### src/rtl/core/tpd_pkg.sv
// ----------------------------------------------------------------------------
// tpd_pkg
// shared types and constants of the touch press detector
// ----------------------------------------------------------------------------
package tpd_pkg;

    localparam int CFG_DATA_W = 8;
    localparam int CFG_IDX_W  = 2;
    localparam int CH_W       = 2;
    localparam int PCT_SCALE  = 100;

    // register indexes
    localparam logic [CFG_IDX_W-1:0] CFG_DEBOUNCE  = 2'd0;
    localparam logic [CFG_IDX_W-1:0] CFG_STUCK     = 2'd1;
    localparam logic [CFG_IDX_W-1:0] CFG_THRESHOLD = 2'd2;
    localparam logic [CFG_IDX_W-1:0] CFG_IIR_SHIFT = 2'd3;

    // opcodes
    localparam logic OP_SAMPLE = 1'b0;
    localparam logic OP_SEED   = 1'b1;

    // register reset values
    localparam logic [3:0] DEBOUNCE_RST  = 4'd3;
    localparam logic [7:0] STUCK_RST     = 8'd20;
    localparam logic [6:0] THRESHOLD_RST = 7'd80;
    localparam logic [3:0] IIR_SHIFT_RST = 4'd6;

    localparam logic [7:0] STUCK_SAT = 8'hFF;

    typedef struct packed {
        logic [3:0] debounce_samples;
        logic [7:0] stuck_limit;
        logic [6:0] threshold_percent;
        logic [3:0] iir_shift;
    } t_cfg;

    // per-channel control state, stored beside the baseline
    typedef struct packed {
        logic [3:0] low_run;
        logic [7:0] stuck_run;
        logic       prev_pressed;
        logic       armed_flag;
    } t_ctrl_state;

    localparam t_ctrl_state CTRL_RST = '{
        low_run:      4'd0,
        stuck_run:    8'd0,
        prev_pressed: 1'b0,
        armed_flag:   1'b1
    };

    typedef struct packed {
        logic press_event;
        logic below_threshold;
        logic pressed_level;
        logic stuck_release;
    } t_flags;

endpackage

### src/rtl/core/touch_press_detector.sv
// ----------------------------------------------------------------------------
// touch_press_detector
// per-channel capacitive press detection with baseline tracking and debounce
// ----------------------------------------------------------------------------
// Takes one sample or seed command per cycle while the output is not stalled
// and returns one result per item, through the read stage and then the output
// register. The per-channel state lives in a ram read at transfer in and
// written back as the item leaves the read stage; a same-channel write-back
// at transfer in is forwarded, so items for one channel may follow each other
// back to back. Valid bits give unwritten channels their reset state, so no
// clearing pass is needed after reset. The configuration port takes a write
// in any cycle and is meant to be written only while no item is in flight.
module touch_press_detector #(
    parameter int CHANNELS    = 3,
    parameter int SAMPLE_BITS = 16
) (
    input  logic                              i_clk,
    input  logic                              i_rst_n,
    input  logic                              i_cfg_we,
    input  logic [tpd_pkg::CFG_IDX_W-1:0]     i_cfg_index,
    input  logic [tpd_pkg::CFG_DATA_W-1:0]    i_cfg_data,
    input  logic                              i_in_valid,
    output logic                              o_in_ready,
    input  logic                              i_opcode,
    input  logic [tpd_pkg::CH_W-1:0]          i_channel,
    input  logic [SAMPLE_BITS-1:0]            i_sample,
    output logic                              o_out_valid,
    input  logic                              i_out_ready,
    output logic [tpd_pkg::CH_W-1:0]          o_channel_out,
    output logic                              o_press_event,
    output logic                              o_below_threshold,
    output logic                              o_pressed_level,
    output logic                              o_stuck_release,
    output logic [SAMPLE_BITS-1:0]            o_baseline_out
);

    localparam int AW = (CHANNELS > 1) ? $clog2(CHANNELS) : 1;
    localparam int CW = $bits(tpd_pkg::t_ctrl_state);
    localparam int MW = SAMPLE_BITS + CW;

    tpd_pkg::t_cfg r_cfg;

    logic                     r_s1_valid;
    logic                     r_s1_op;
    logic [tpd_pkg::CH_W-1:0] r_s1_ch;
    logic [SAMPLE_BITS-1:0]   r_s1_sample;
    logic                     r_s1_vld_hit;
    logic                     r_fwd_hit;
    logic [MW-1:0]            r_fwd_data;

    logic [CHANNELS-1:0]      r_vld;

    logic                     r_out_valid;
    logic [tpd_pkg::CH_W-1:0] r_out_ch;
    tpd_pkg::t_flags          r_out_flags;
    logic [SAMPLE_BITS-1:0]   r_out_baseline;

    logic                     accept;
    logic                     s1_adv;
    logic                     in_range;
    logic                     s1_in_range;
    logic [AW-1:0]            rd_addr;
    logic [AW-1:0]            wr_addr;
    logic                     wr_en;
    logic [MW-1:0]            wr_data;
    logic [MW-1:0]            rd_data;
    logic [MW-1:0]            cur;
    logic [SAMPLE_BITS-1:0]   upd_baseline;
    tpd_pkg::t_ctrl_state     upd_state;
    tpd_pkg::t_flags          upd_flags;

    assign in_range    = (int'(i_channel) < CHANNELS);
    assign s1_in_range = (int'(r_s1_ch) < CHANNELS);
    assign rd_addr     = AW'(i_channel);
    assign wr_addr     = AW'(r_s1_ch);

    assign s1_adv     = !r_out_valid || i_out_ready;
    assign o_in_ready = !r_s1_valid || s1_adv;
    assign accept     = i_in_valid && o_in_ready;
    assign wr_en      = r_s1_valid && s1_adv && s1_in_range;
    assign wr_data    = {upd_baseline, upd_state};

    // configuration registers
    always_ff @(posedge i_clk) begin
        if (!i_rst_n) begin
            r_cfg.debounce_samples  <= tpd_pkg::DEBOUNCE_RST;
            r_cfg.stuck_limit       <= tpd_pkg::STUCK_RST;
            r_cfg.threshold_percent <= tpd_pkg::THRESHOLD_RST;
            r_cfg.iir_shift         <= tpd_pkg::IIR_SHIFT_RST;
        end else if (i_cfg_we) begin
            case (i_cfg_index)
                tpd_pkg::CFG_DEBOUNCE: begin
                    r_cfg.debounce_samples <= i_cfg_data[3:0];
                end
                tpd_pkg::CFG_STUCK: begin
                    r_cfg.stuck_limit <= i_cfg_data[7:0];
                end
                tpd_pkg::CFG_THRESHOLD: begin
                    r_cfg.threshold_percent <= i_cfg_data[6:0];
                end
                tpd_pkg::CFG_IIR_SHIFT: begin
                    r_cfg.iir_shift <= i_cfg_data[3:0];
                end
                default: begin
                end
            endcase
        end
    end

    tpd_ram #(
        .WIDTH (MW),
        .DEPTH (CHANNELS)
    ) u_state_ram (
        .i_clk   (i_clk),
        .i_we    (wr_en),
        .i_waddr (wr_addr),
        .i_wdata (wr_data),
        .i_re    (accept && in_range),
        .i_raddr (rd_addr),
        .o_rdata (rd_data)
    );

    // written-once flags, reset state until a channel is first written
    always_ff @(posedge i_clk) begin
        if (!i_rst_n) begin
            r_vld <= '0;
        end else if (wr_en) begin
            r_vld[wr_addr] <= 1'b1;
        end
    end

    // read stage control
    always_ff @(posedge i_clk) begin
        if (!i_rst_n) begin
            r_s1_valid <= 1'b0;
        end else if (accept) begin
            r_s1_valid <= 1'b1;
        end else if (s1_adv) begin
            r_s1_valid <= 1'b0;
        end
    end

    // read stage payload and forward of the write in the same cycle
    always_ff @(posedge i_clk) begin
        if (accept) begin
            r_s1_op      <= i_opcode;
            r_s1_ch      <= i_channel;
            r_s1_sample  <= i_sample;
            r_s1_vld_hit <= in_range && r_vld[rd_addr];
            r_fwd_hit    <= wr_en && (r_s1_ch == i_channel);
            r_fwd_data   <= wr_data;
        end
    end

    always_comb begin
        if (r_fwd_hit) begin
            cur = r_fwd_data;
        end else if (r_s1_vld_hit) begin
            cur = rd_data;
        end else begin
            cur = {{SAMPLE_BITS{1'b0}}, tpd_pkg::CTRL_RST};
        end
    end

    tpd_update #(
        .SAMPLE_BITS (SAMPLE_BITS)
    ) u_update (
        .i_cfg      (r_cfg),
        .i_opcode   (r_s1_op),
        .i_in_range (s1_in_range),
        .i_sample   (r_s1_sample),
        .i_baseline (cur[MW-1:CW]),
        .i_state    (tpd_pkg::t_ctrl_state'(cur[CW-1:0])),
        .o_baseline (upd_baseline),
        .o_state    (upd_state),
        .o_flags    (upd_flags)
    );

    // output register
    always_ff @(posedge i_clk) begin
        if (!i_rst_n) begin
            r_out_valid <= 1'b0;
        end else if (s1_adv) begin
            r_out_valid <= r_s1_valid;
        end
    end

    always_ff @(posedge i_clk) begin
        if (r_s1_valid && s1_adv) begin
            r_out_ch       <= r_s1_ch;
            r_out_flags    <= upd_flags;
            r_out_baseline <= upd_baseline;
        end
    end

    assign o_out_valid       = r_out_valid;
    assign o_channel_out     = r_out_ch;
    assign o_press_event     = r_out_flags.press_event;
    assign o_below_threshold = r_out_flags.below_threshold;
    assign o_pressed_level   = r_out_flags.pressed_level;
    assign o_stuck_release   = r_out_flags.stuck_release;
    assign o_baseline_out    = r_out_baseline;

endmodule

### src/rtl/core/tpd_ram.sv
// ----------------------------------------------------------------------------
// tpd_ram
// generic single write port ram with registered read
// ----------------------------------------------------------------------------
module tpd_ram #(
    parameter int WIDTH = 16,
    parameter int DEPTH = 4
) (
    input  logic                                     i_clk,
    input  logic                                     i_we,
    input  logic [((DEPTH > 1) ? $clog2(DEPTH) : 1)-1:0] i_waddr,
    input  logic [WIDTH-1:0]                         i_wdata,
    input  logic                                     i_re,
    input  logic [((DEPTH > 1) ? $clog2(DEPTH) : 1)-1:0] i_raddr,
    output logic [WIDTH-1:0]                         o_rdata
);

    logic [WIDTH-1:0] r_mem [DEPTH];
    logic [WIDTH-1:0] r_rdata;

    always_ff @(posedge i_clk) begin
        if (i_we) begin
            r_mem[i_waddr] <= i_wdata;
        end
        if (i_re) begin
            r_rdata <= r_mem[i_raddr];
        end
    end

    assign o_rdata = r_rdata;

endmodule

### src/rtl/core/tpd_update.sv
// ----------------------------------------------------------------------------
// tpd_update
// per-channel sample or seed step: threshold compare, baseline tracking, debounce, stuck
// recovery and press edge detect
// ----------------------------------------------------------------------------
module tpd_update #(
    parameter int SAMPLE_BITS = 16
) (
    input  tpd_pkg::t_cfg        i_cfg,
    input  logic                 i_opcode,
    input  logic                 i_in_range,
    input  logic [SAMPLE_BITS-1:0] i_sample,
    input  logic [SAMPLE_BITS-1:0] i_baseline,
    input  tpd_pkg::t_ctrl_state i_state,
    output logic [SAMPLE_BITS-1:0] o_baseline,
    output tpd_pkg::t_ctrl_state o_state,
    output tpd_pkg::t_flags      o_flags
);

    localparam int PW = SAMPLE_BITS + 7;

    logic [PW-1:0]          prod;
    logic [PW-1:0]          rhs;
    logic                   below;
    logic [SAMPLE_BITS-1:0] tracked;
    logic [3:0]             dc;
    logic [7:0]             sc;
    logic                   pressed;
    logic                   stuck;
    logic                   armed;

    // below when 100 * (sample + 1) <= baseline * percent
    assign prod = PW'(i_baseline) * PW'(i_cfg.threshold_percent);
    assign rhs  = PW'(i_sample) * PW'(tpd_pkg::PCT_SCALE) + PW'(tpd_pkg::PCT_SCALE);
    assign below = (rhs <= prod);

    assign tracked = i_baseline - (i_baseline >> i_cfg.iir_shift)
                   + (i_sample >> i_cfg.iir_shift);

    always_comb begin
        dc      = i_state.low_run;
        sc      = i_state.stuck_run;
        stuck   = 1'b0;
        armed   = i_state.armed_flag;
        if (below) begin
            if (dc < i_cfg.debounce_samples) begin
                dc = dc + 4'd1;
            end
        end else begin
            dc = 4'd0;
        end
        pressed = (dc >= i_cfg.debounce_samples);
        if (below) begin
            if (sc < tpd_pkg::STUCK_SAT) begin
                sc = sc + 8'd1;
            end
            if (sc > i_cfg.stuck_limit) begin
                stuck = 1'b1;
                sc    = 8'd0;
                dc    = 4'd0;
                armed = 1'b0;
            end
        end else begin
            sc    = 8'd0;
            armed = 1'b1;
        end
    end

    always_comb begin
        o_baseline = i_baseline;
        o_state    = i_state;
        o_flags    = '0;
        if (!i_in_range) begin
            o_baseline = '0;
        end else if (i_opcode == tpd_pkg::OP_SEED) begin
            o_baseline            = i_sample;
            o_flags.pressed_level = i_state.prev_pressed;
        end else begin
            if (!below && (i_baseline != '0)) begin
                o_baseline = tracked;
            end
            o_state.low_run         = dc;
            o_state.stuck_run       = sc;
            o_state.armed_flag      = armed;
            o_state.prev_pressed    = pressed;
            o_flags.press_event     = pressed && !i_state.prev_pressed && armed;
            o_flags.below_threshold = below;
            o_flags.pressed_level   = pressed;
            o_flags.stuck_release   = stuck;
        end
    end

endmodule
### config.mk
export PLATFORM = sky130hd
export DESIGN_NAME = touch_press_detector
export DESIGN_NICKNAME = d
export VERILOG_FILES = /design/src/rtl/core/tpd_pkg.sv /design/src/rtl/core/touch_press_detector.sv /design/src/rtl/core/tpd_ram.sv /design/src/rtl/core/tpd_update.sv
export SDC_FILE = /design/constraint.sdc
export NUM_CORES = 1
export LEC_CHECK = 0
export BUFFER_PORTS_ARGS = -buffer_cell sky130_fd_sc_hd__clkbuf_2
export CAP_MARGIN = 15
export CORE_ASPECT_RATIO = 0.7
export CORE_MARGIN = 1
export CORE_UTILIZATION = 60
export CTS_BUF_LIST = sky130_fd_sc_hd__clkbuf_16
export DETAILED_ROUTE_END_ITERATION = 10
export GPL_TIMING_DRIVEN = 1
export PLACE_DENSITY = 0.77
export SLEW_MARGIN = 40
export SYNTH_ARGS = -nofsm -noshare
export SYNTH_HDL_FRONTEND = slang
export SYNTH_SLANG_ARGS = --single-unit
### constraint.sdc
create_clock -name i_clk -period 9 [get_ports i_clk]
set_input_delay 0.45 -clock i_clk [delete_from_list [all_inputs] [get_ports i_clk]]
set_output_delay 0.45 -clock i_clk [all_outputs]
set_load 0.01 [all_outputs]
# Word-level counts from Yosys, hierarchy flattened
# Memories as Yosys holds them, arrays and structs flattened. A register that Yosys moved wholly into a read port is not among the register bits.
# Cells that the tools add are included.
[totals]
elab_cells = 98
register_bits = 101
output_inout_bits = 24
n_memories = 1
inputBits = 34
mem_bits_rw = 90
[classes]
eq_ne = 4
mux = 27
bitwise_logic = 3
n_addsub = 5
magnitude_cmp = 10
reduce_logical = 25
n_shift = 2
multipliers = 2
[memory_table]
columns = ["memory", "words", "width", "rd", "rd_ports_with_merged_regs", "wr", "line_no", "rtl"]
rows = [
  ["u_state_ram.r_mem", 3, 30, 1, 1, 1, "tpd_ram.sv:18", "logic [WIDTH-1:0] r_mem [DEPTH];"],
]
[op_table]
columns = ["operator", "count"]
rows = [
  ["30-bit two-way mux", 2],
  ["16-bit two-way mux", 3],
  ["8-bit two-way mux", 4],
  ["16-bit by 4-bit >> shifter with 16-bit output", 2],
  ["14-bit two-way mux", 2],
  ["23-bit by 7-bit adder with 23-bit output, second input constant", 1],
  ["23-bit less-or-equal comparator", 1],
  ["16-bit by 7-bit multiplier with 23-bit output", 1],
  ["16-bit by 5-bit multiplier with 21-bit output, second input constant", 1],
  ["16-bit adder", 1],
  ["4-bit two-way mux", 4],
  ["16-bit nonzero test", 1],
  ["16-bit subtractor", 1],
  ["1-bit logical AND", 10],
  ["1-bit two-way mux", 10],
  ["8-bit by 1-bit adder with 8-bit output, second input constant", 1],
  ["8-bit > comparator", 1],
  ["8-bit less-than comparator, second input constant", 1],
  ["2-bit AND reduction", 4],
  ["2-bit by 3-bit less-than comparator with 1-bit output, second input constant", 2],
  ["4-bit by 1-bit adder with 4-bit output, second input constant", 1],
  ["2-bit == test, second input constant", 2],
  ["4-bit greater-or-equal comparator", 1],
  ["1-bit logical NOT", 4],
  ["other kinds (14)", 17],
]

# Logic depth before layout (Yosys ltp)
[logic_depth]
word_depth = 10
mapped_depth = 35
depth_no_buf = 33

# Modules after synthesis
# From an unflattened synthesis, not the netlist that was laid out.
[unflattened]
cells_unflattened = 1617
area_unflattened_um2 = 17068.9
[modules_own_cells]
columns = ["mod", "area_per_inst_um2", "seq_area_each_um2", "instances", "cells_each"]
rows = [
  ["tpd_update", 9165.0, 0.0, 1, 1168],
  ["tpd_ram", 4296.6, 3603.5, 1, 224],
  ["touch_press_detector", 3607.2, 2752.6, 1, 225],
]

# Least setup slack after synthesis
# Ideal clock, no wire load.
[synth_path]
path_kind = "register to register"
start = "register r_fwd_hit"
end = "register r_fwd_data[1] (data pin)"
slack_ns = 1.151
t_arrival_ns = 7.565
synth_period_minus_slack_ns = 7.849
n_path_buf = 4
t_required_ns = 8.716
setup_ns = 0.284
path_stages_with_launch = 35
cell_sequence = "edfxtp_1 > buf_4 > nor2b_4 > buf_4 > buf_4 > a22o_1 > nand2_1 > fa_1 > fa_1 > inv_1 > fa_1 > inv_1 > fa_1 > inv_1 > ha_1 > a21oi_1 > nor2b_1 > a311oi_1 > o2bb2ai_1 > a211o_1 > nand3_1 > a2111o_1 > o211ai_1 > ha_1 > nand3_1 > or3_1 > a21o_1 > a21oi_1 > clkbuf_1 > nor2_1 > ha_1 > a21o_1 > a21o_1 > a21oi_1 > a21oi_1"
[synth_between]
elab_chain_len = 7
elab_cells_between_ends = 10
cone_classes = "add/sub (1); mul (1); order compare (3); mux (5)"
[synth_rtl]
columns = ["item", "line_no", "rtl"]
rows = [
  ["start: declaration", "touch_press_detector.sv:48", "logic r_fwd_hit;"],
  ["start signal: assignment", "touch_press_detector.sv:150", "r_fwd_hit <= wr_en && (r_s1_ch == i_channel);"],
  ["30-bit two-way mux *", "touch_press_detector.sv:156", "if (r_fwd_hit) begin"],
  ["16-bit by 7-bit multiplier with 23-bit output, or another cell as far along", "tpd_update.sv:33", "assign prod = PW'(i_baseline) * PW'(i_cfg.threshold_percent);"],
  ["23-bit less-or-equal comparator / 4-bit two-way mux (equally long branches)", "tpd_update.sv:35, tpd_update.sv:46", ""],
  ["4-bit two-way mux", "tpd_update.sv:45", "if (below) begin"],
  ["4-bit greater-or-equal comparator", "tpd_update.sv:52", "pressed = (dc >= i_cfg.debounce_samples);"],
  ["14-bit two-way mux", "tpd_update.sv:75", "end else if (i_opcode == tpd_pkg::OP_SEED) begin"],
  ["14-bit two-way mux *", "tpd_update.sv:73", "if (!i_in_range) begin"],
  ["net u_state_ram.i_wdata[1]", "tpd_ram.sv:12", "input logic [WIDTH-1:0] i_wdata,"],
  ["end signal: assignment", "touch_press_detector.sv:151", "r_fwd_data <= wr_data;"],
  ["end: declaration", "touch_press_detector.sv:49", "logic [MW-1:0] r_fwd_data;"],
]
# The timed path passes the listed nets; every way through them passes the cells marked *.
# A chain may end at the register's enable or synchronous reset.

# Final worst setup path
[layout_path]
start = "register r_fwd_hit"
end = "memory u_state_ram.r_mem[2][1] in the netlist's numbering (data pin)"
[layout_between]
elab_chain_len = 7
elab_cells_between_ends = 10
cone_classes = "add/sub (1); mul (1); order compare (3); mux (5)"
[layout_rtl]
columns = ["item", "line_no"]
rows = [
  ["30-bit two-way mux *", "touch_press_detector.sv:156"],
  ["16-bit by 7-bit multiplier with 23-bit output, or another cell as far along", "tpd_update.sv:33"],
  ["23-bit less-or-equal comparator / 4-bit two-way mux (equally long branches)", "tpd_update.sv:35, tpd_update.sv:46"],
  ["4-bit two-way mux", "tpd_update.sv:45"],
  ["4-bit greater-or-equal comparator", "tpd_update.sv:52"],
  ["14-bit two-way mux", "tpd_update.sv:75"],
  ["14-bit two-way mux *", "tpd_update.sv:73"],
  ["net u_state_ram.i_wdata[1]", "tpd_ram.sv:12"],
  ["end: declaration", "tpd_ram.sv:18"],
]
# Marks and branches as above.

==> results summary <==
The run finished with clean final reports. The CTS root buffer is sky130_fd_sc_hd__clkbuf_16. Between clock sinks in the finished design, the worst skew comes to 0.0116 ns. The adder-cell share of the synthesized area came out at 21.6%. After routing, the total negative slack on setup checks comes to 0 ns. The total vias in the final route came out at 13000. The maximum clock frequency is 116 MHz. The total number of nets in the final design came out at 2015. Data on the critical path arrives at its endpoint at 8.86 ns. The required time of the critical path is roughly 9.2 ns. The path with the worst hold slack has its endpoint at r_s1_sample[8]. Once layout is complete, the utilization of the core stands at 66.8%.

The setup violation total in the final timing report is 0. The worst setup path is launched from a flop. The number of clock buffers inserted by TritonCTS is 21. The post-detailed-route wirelength per cell came out at 20.1 microns. The number of nets in the synthesized netlist is 1973.

The die footprint is just under 30000 sq um. After clock tree synthesis, the clock-pin slew on the worst setup and hold paths is 0.07 ns. The post-synthesis compound-gate area fraction is 11.7%. The chip height is 144 microns.

Once detail routing completed, the nets flagged for antenna violations numbered 0. The cell area that synthesis handed to floorplanning was between 15000 and 20000 sq um. The remaining global-route overflow is 0.

The slew at the pin closest to its max-slew limit came out at about 0.77 ns. In this run the critical register-to-register path is launched from r_fwd_hit. The number of enable flip-flop cells after synthesis is 193. The floorplan die width is 205 microns. Sequential elements use a little over a third of the synthesized area.

For the worst flop-to-flop path, the logic depth is 31. The most repeated library cell on the critical path is sky130_fd_sc_hd__fa_1. The beginning of the worst hold path is i_sample[8]. The warning count from the yosys run came out at 0. The critical path in this run is classified as flop to flop. The via count of the first global-routing pass was 12300.

Summed over its instances, the top area cell type makes up 33.4% of the synthesized netlist area. The synthesized netlist devotes 3.33% of its cell area to XOR and XNOR gates. The DRC violation total after the first TritonRoute iteration came out at 1402. The max-cap check violation count is 0. The slowest stage of the critical path is the sky130_fd_sc_hd__fa_1 cell.

The floorplan has 51 rows. The async set-or-reset flop fraction in the synthesized netlist is 0%. The ratio of cells with drive above 1 in the final layout is between 10 and 15%. Ranked by total cell area, the synthesized netlist is headed by sky130_fd_sc_hd__edfxtp_1 (33%), sky130_fd_sc_hd__fa_1 (11%), sky130_fd_sc_hd__ha_1 (11%), sky130_fd_sc_hd__mux2i_1 (4.6%), sky130_fd_sc_hd__nand2_1 (3.7%). After synthesis, the share of cell area in mux cells is 6.31%. Synthesis instantiated 78 different standard cells from the library. Of the available clock period, the critical path in the final layout requires 95.9%. Counting along the longest clock path gives a buffer depth of 3. The worst-case register-to-register setup slack came out at 0.37 ns. The path category of the worst min-delay check is input pin to flop.

The count of buffers added on input and output ports is 57. The worst relative slew slack came out at 48.6%. The number of inserted diodes came out at 0.

The worst setup path is captured at a flop. The number of design rule violations left after detail routing came out at 0. The global placer's final weighted congestion came out at a little over 0.9. For this block, the routed nets add up to 42.7 mm of wire. The clock reaches the later pin of the worst-skew pair after 0.51 ns. The cell count after synthesis came out at roughly 1700.

The post-synthesis simple-gate area fraction is 14.9%. The reg-to-reg endpoint is u_state_ram.r_mem[2][1]. In this run the standard cell core region covers 28100 sq um. After synthesis the netlist holds a flip-flop and latch count of 221. The leakage power summed over all cells came out at 8.18 nW. The largest voltage drop on the vdd net came out at 164 uV. The global-route wire length before repair is approximately 67 mm. The cell accounting for the most synthesized area is sky130_fd_sc_hd__edfxtp_1. The power density over the cells came out at just over 200 nW/um^2. The final number of max-transition violations came to 0. The maximum number of pins on one net before global-route repair came out at 67. By area, the combinational part of the netlist is dominated by adder cells. The TritonCTS clock tree is built. The prevailing post-synth register cell is sky130_fd_sc_hd__edfxtp_1.

The area growth from synthesis to final layout came out at 8.13%. In the global route stage, overall resource usage came out at 29.7%. The initial core utilization is 61.8%.

Using the TritonRoute via totals, the vias-per-cell ratio works out to 6.11. The count of TritonRoute iterations in the first routing pass is 5. The final-layout worst hold slack is 0.114 ns.

The half-perimeter wire length of the detailed placement result came out at 32.6 mm. The count of clock tree sinks came out at 221. The hold path depth is 1. The maximum fanout along the worst path is 22. The hold violation total from the final report came to 0. Tracing the worst setup path back leads to its startpoint at r_fwd_hit.

The routed design could run at a clock period as short as 8.63 ns. The initial antenna violation count came out at 0. The H-tree depth reported by CTS is 1. The highest cell delay on the worst timing path came out at 0.54 ns. Pin placement for this block handled 58 I/O pins.

The per-instance average area after synthesis came out at 10.2 sq um.
==> how the worst max path moves through the flow <==
| stage | end | cells past startpoint | slack, ns |
|---|---|---|---|
| CTS | r_fwd_data[1] | 31 | 0.27 |
| finish | u_state_ram.r_mem[2][1] | 31 | 0.37 |
| global route | r_fwd_data[1] | 33 | -0.002 |
| floorplan | r_fwd_data[1] | 34 | 1.15 |
| detailed placement | u_state_ram.r_mem[0][1] | 31 | 0.28 |
| global placement | u_state_ram.r_mem[1][1] | 32 | 0.56 |
==> kinds of logic (layout without fill, tap and decap cells) <==
kind of cell | count (synthesis) | after routing
AOI/OAI and AO/OA | 312 | 312
xor gates and xnor gates | 66 | 66
adders and majority gates | 243 | 243
buffers and inverters | 241 | 297
DFF | 221 | 221
muxes | 95 | 95
and+or+nand+nor | 518 | 518
==> routing by layer <==
metal  GRT usage, %  part of all wire [%]  vias up
li1               -                     -     6039
met1           45.0                    46     6246
met2           43.0                    42      611
met3           7.75                    11       71
met4           5.54                   1.9        0
met5              0                     0        -
==> state kept, by name (all words and copies together), names as in the netlist <==
| register | cells |
|---|---|
| r_s1_op | 1 |
| r_s1_sample | 16 |
| u_state_ram.o_rdata | 30 |
| r_fwd_hit | 1 |
| o_press_event | 1 |
| o_channel_out | 2 |
| o_out_valid | 1 |
| u_state_ram.r_mem | 90 |
| r_fwd_data | 30 |
| o_pressed_level | 1 |
| r_s1_ch | 2 |
| r_s1_vld_hit | 1 |
| r_vld | 3 |
| o_baseline_out | 16 |
| r_cfg | 23 |
| o_stuck_release | 1 |
| o_below_threshold | 1 |
| r_s1_valid | 1 |
==> timing repair <==
action | 4_1_cts | 5_1_grt
setup buffers | 0 | 2
hold buffers | 0 | 0
resized for setup | 0 | 4
endpoints found under the setup margin | 0 | 11
==> power breakdown <==
group	total (W)	internal, W	switching [W]
sequential	0.00128	0.00124	0.0000389
clock	0.000847	0.000459	0.000388
combinational	0.00168	0.000651	0.00103
total	0.00381	0.00235	0.00146
==> cell usage after synthesis, types with 4 or more instances <==
master / number
sky130_fd_sc_hd__nand3_1: 38
sky130_fd_sc_hd__o22ai_1: 8
sky130_fd_sc_hd__and2_1: 88
sky130_fd_sc_hd__nor4_1: 11
sky130_fd_sc_hd__xnor2_1: 27
sky130_fd_sc_hd__a31oi_1: 10
sky130_fd_sc_hd__mux2i_1: 79
sky130_fd_sc_hd__o31ai_1: 5
sky130_fd_sc_hd__dfxtp_1: 28
sky130_fd_sc_hd__buf_2: 6
sky130_fd_sc_hd__and3_1: 11
sky130_fd_sc_hd__a22o_1: 14
sky130_fd_sc_hd__nor2_1: 86
sky130_fd_sc_hd__buf_1: 7
sky130_fd_sc_hd__a311oi_1: 4
sky130_fd_sc_hd__a21boi_0: 6
sky130_fd_sc_hd__nand2b_1: 16
sky130_fd_sc_hd__a21o_1: 17
sky130_fd_sc_hd__fa_1: 95
sky130_fd_sc_hd__nor3_1: 23
sky130_fd_sc_hd__o21ai_0: 83
sky130_fd_sc_hd__o21a_1: 15
sky130_fd_sc_hd__clkbuf_1: 53
sky130_fd_sc_hd__mux4_2: 11
sky130_fd_sc_hd__inv_1: 165
sky130_fd_sc_hd__a31o_2: 5
sky130_fd_sc_hd__nand4_1: 10
sky130_fd_sc_hd__a311o_1: 4
sky130_fd_sc_hd__mux2_2: 5
sky130_fd_sc_hd__a211oi_1: 12
sky130_fd_sc_hd__nand2_1: 171
sky130_fd_sc_hd__ha_1: 148
sky130_fd_sc_hd__o211ai_1: 14
sky130_fd_sc_hd__or2_2: 8
sky130_fd_sc_hd__a22oi_1: 8
sky130_fd_sc_hd__a21oi_1: 73
sky130_fd_sc_hd__xor2_1: 39
sky130_fd_sc_hd__or3_1: 5
sky130_fd_sc_hd__nor3b_1: 5
sky130_fd_sc_hd__buf_4: 5
sky130_fd_sc_hd__nand3b_1: 11
sky130_fd_sc_hd__nor2b_1: 25
sky130_fd_sc_hd__edfxtp_1: 193
==> layout make-up <==
type | instances | area (sq um)
Inverter | 167 | 627
Clock buffer | 21 | 526
Timing Repair Buffer | 93 | 571
Clock inverter | 16 | 115
Sequential cell | 221 | 6360
Fill cell | 2153 | 9330
Multi-Input combinational cell | 1234 | 10100
Tap cell | 371 | 464
==> cell usage in the layout (no fill, tap or decap), types with 8 or more instances in the layout <==
cell	netlist	final
sky130_fd_sc_hd__o22ai_1	8	8
sky130_fd_sc_hd__edfxtp_1	193	193
sky130_fd_sc_hd__o21ai_0	83	83
sky130_fd_sc_hd__a22o_1	14	12
sky130_fd_sc_hd__nor3_1	23	22
sky130_fd_sc_hd__inv_1	165	169
sky130_fd_sc_hd__xnor2_1	27	27
sky130_fd_sc_hd__nand3b_1	11	11
sky130_fd_sc_hd__and3_1	11	11
sky130_fd_sc_hd__nor2_1	86	85
sky130_fd_sc_hd__mux4_2	11	11
sky130_fd_sc_hd__nor2b_1	25	25
sky130_fd_sc_hd__o211ai_1	14	14
sky130_fd_sc_hd__nand2b_1	16	16
sky130_fd_sc_hd__a22oi_1	8	8
sky130_fd_sc_hd__dfxtp_1	28	27
sky130_fd_sc_hd__or2_2	8	8
sky130_fd_sc_hd__buf_4	5	34
sky130_fd_sc_hd__clkbuf_2	2	57
sky130_fd_sc_hd__a21o_1	17	17
sky130_fd_sc_hd__clkbuf_16	0	21
sky130_fd_sc_hd__ha_1	148	148
sky130_fd_sc_hd__nand3_1	38	38
sky130_fd_sc_hd__and2_1	88	87
sky130_fd_sc_hd__mux2i_1	79	79
sky130_fd_sc_hd__o21a_1	15	15
sky130_fd_sc_hd__a21oi_1	73	73
sky130_fd_sc_hd__a211oi_1	12	12
sky130_fd_sc_hd__nand4_1	10	10
sky130_fd_sc_hd__nand2_1	171	170
sky130_fd_sc_hd__xor2_1	39	39
sky130_fd_sc_hd__a31oi_1	10	10
sky130_fd_sc_hd__fa_1	95	95
sky130_fd_sc_hd__nor4_1	11	11
==> worst max-delay path, delay by kind of cell (launching register included) <==
kind	cells	cell delay (ns)
AO/OA/AOI/OAI	12	3.07
flip-flops	1	0.48
buffers and inverters	3	0.42
AND/OR/NAND/NOR	9	1.53
adder cells (fa/ha/maj)	7	2.86
==> per-stage QoR <==
step | setup slack, ns | total power (W) | area (sq um) | std cells
2_1_floorplan | 1.15 | 0.00250 | 17300 | 1696
3_3_place_gp | 0.563 | 0.00288 | 18000 | 2082
3_5_place_dp | 0.281 | 0.00293 | 18100 | 2084
4_1_cts | 0.267 | 0.00378 | 18700 | 2121
5_1_grt | -0.00171 | 0.00405 | 18800 | 2123
6_report | 0.373 | 0.00381 | 18800 | 2123
Note: power is estimated with default switching activity, not from simulation.
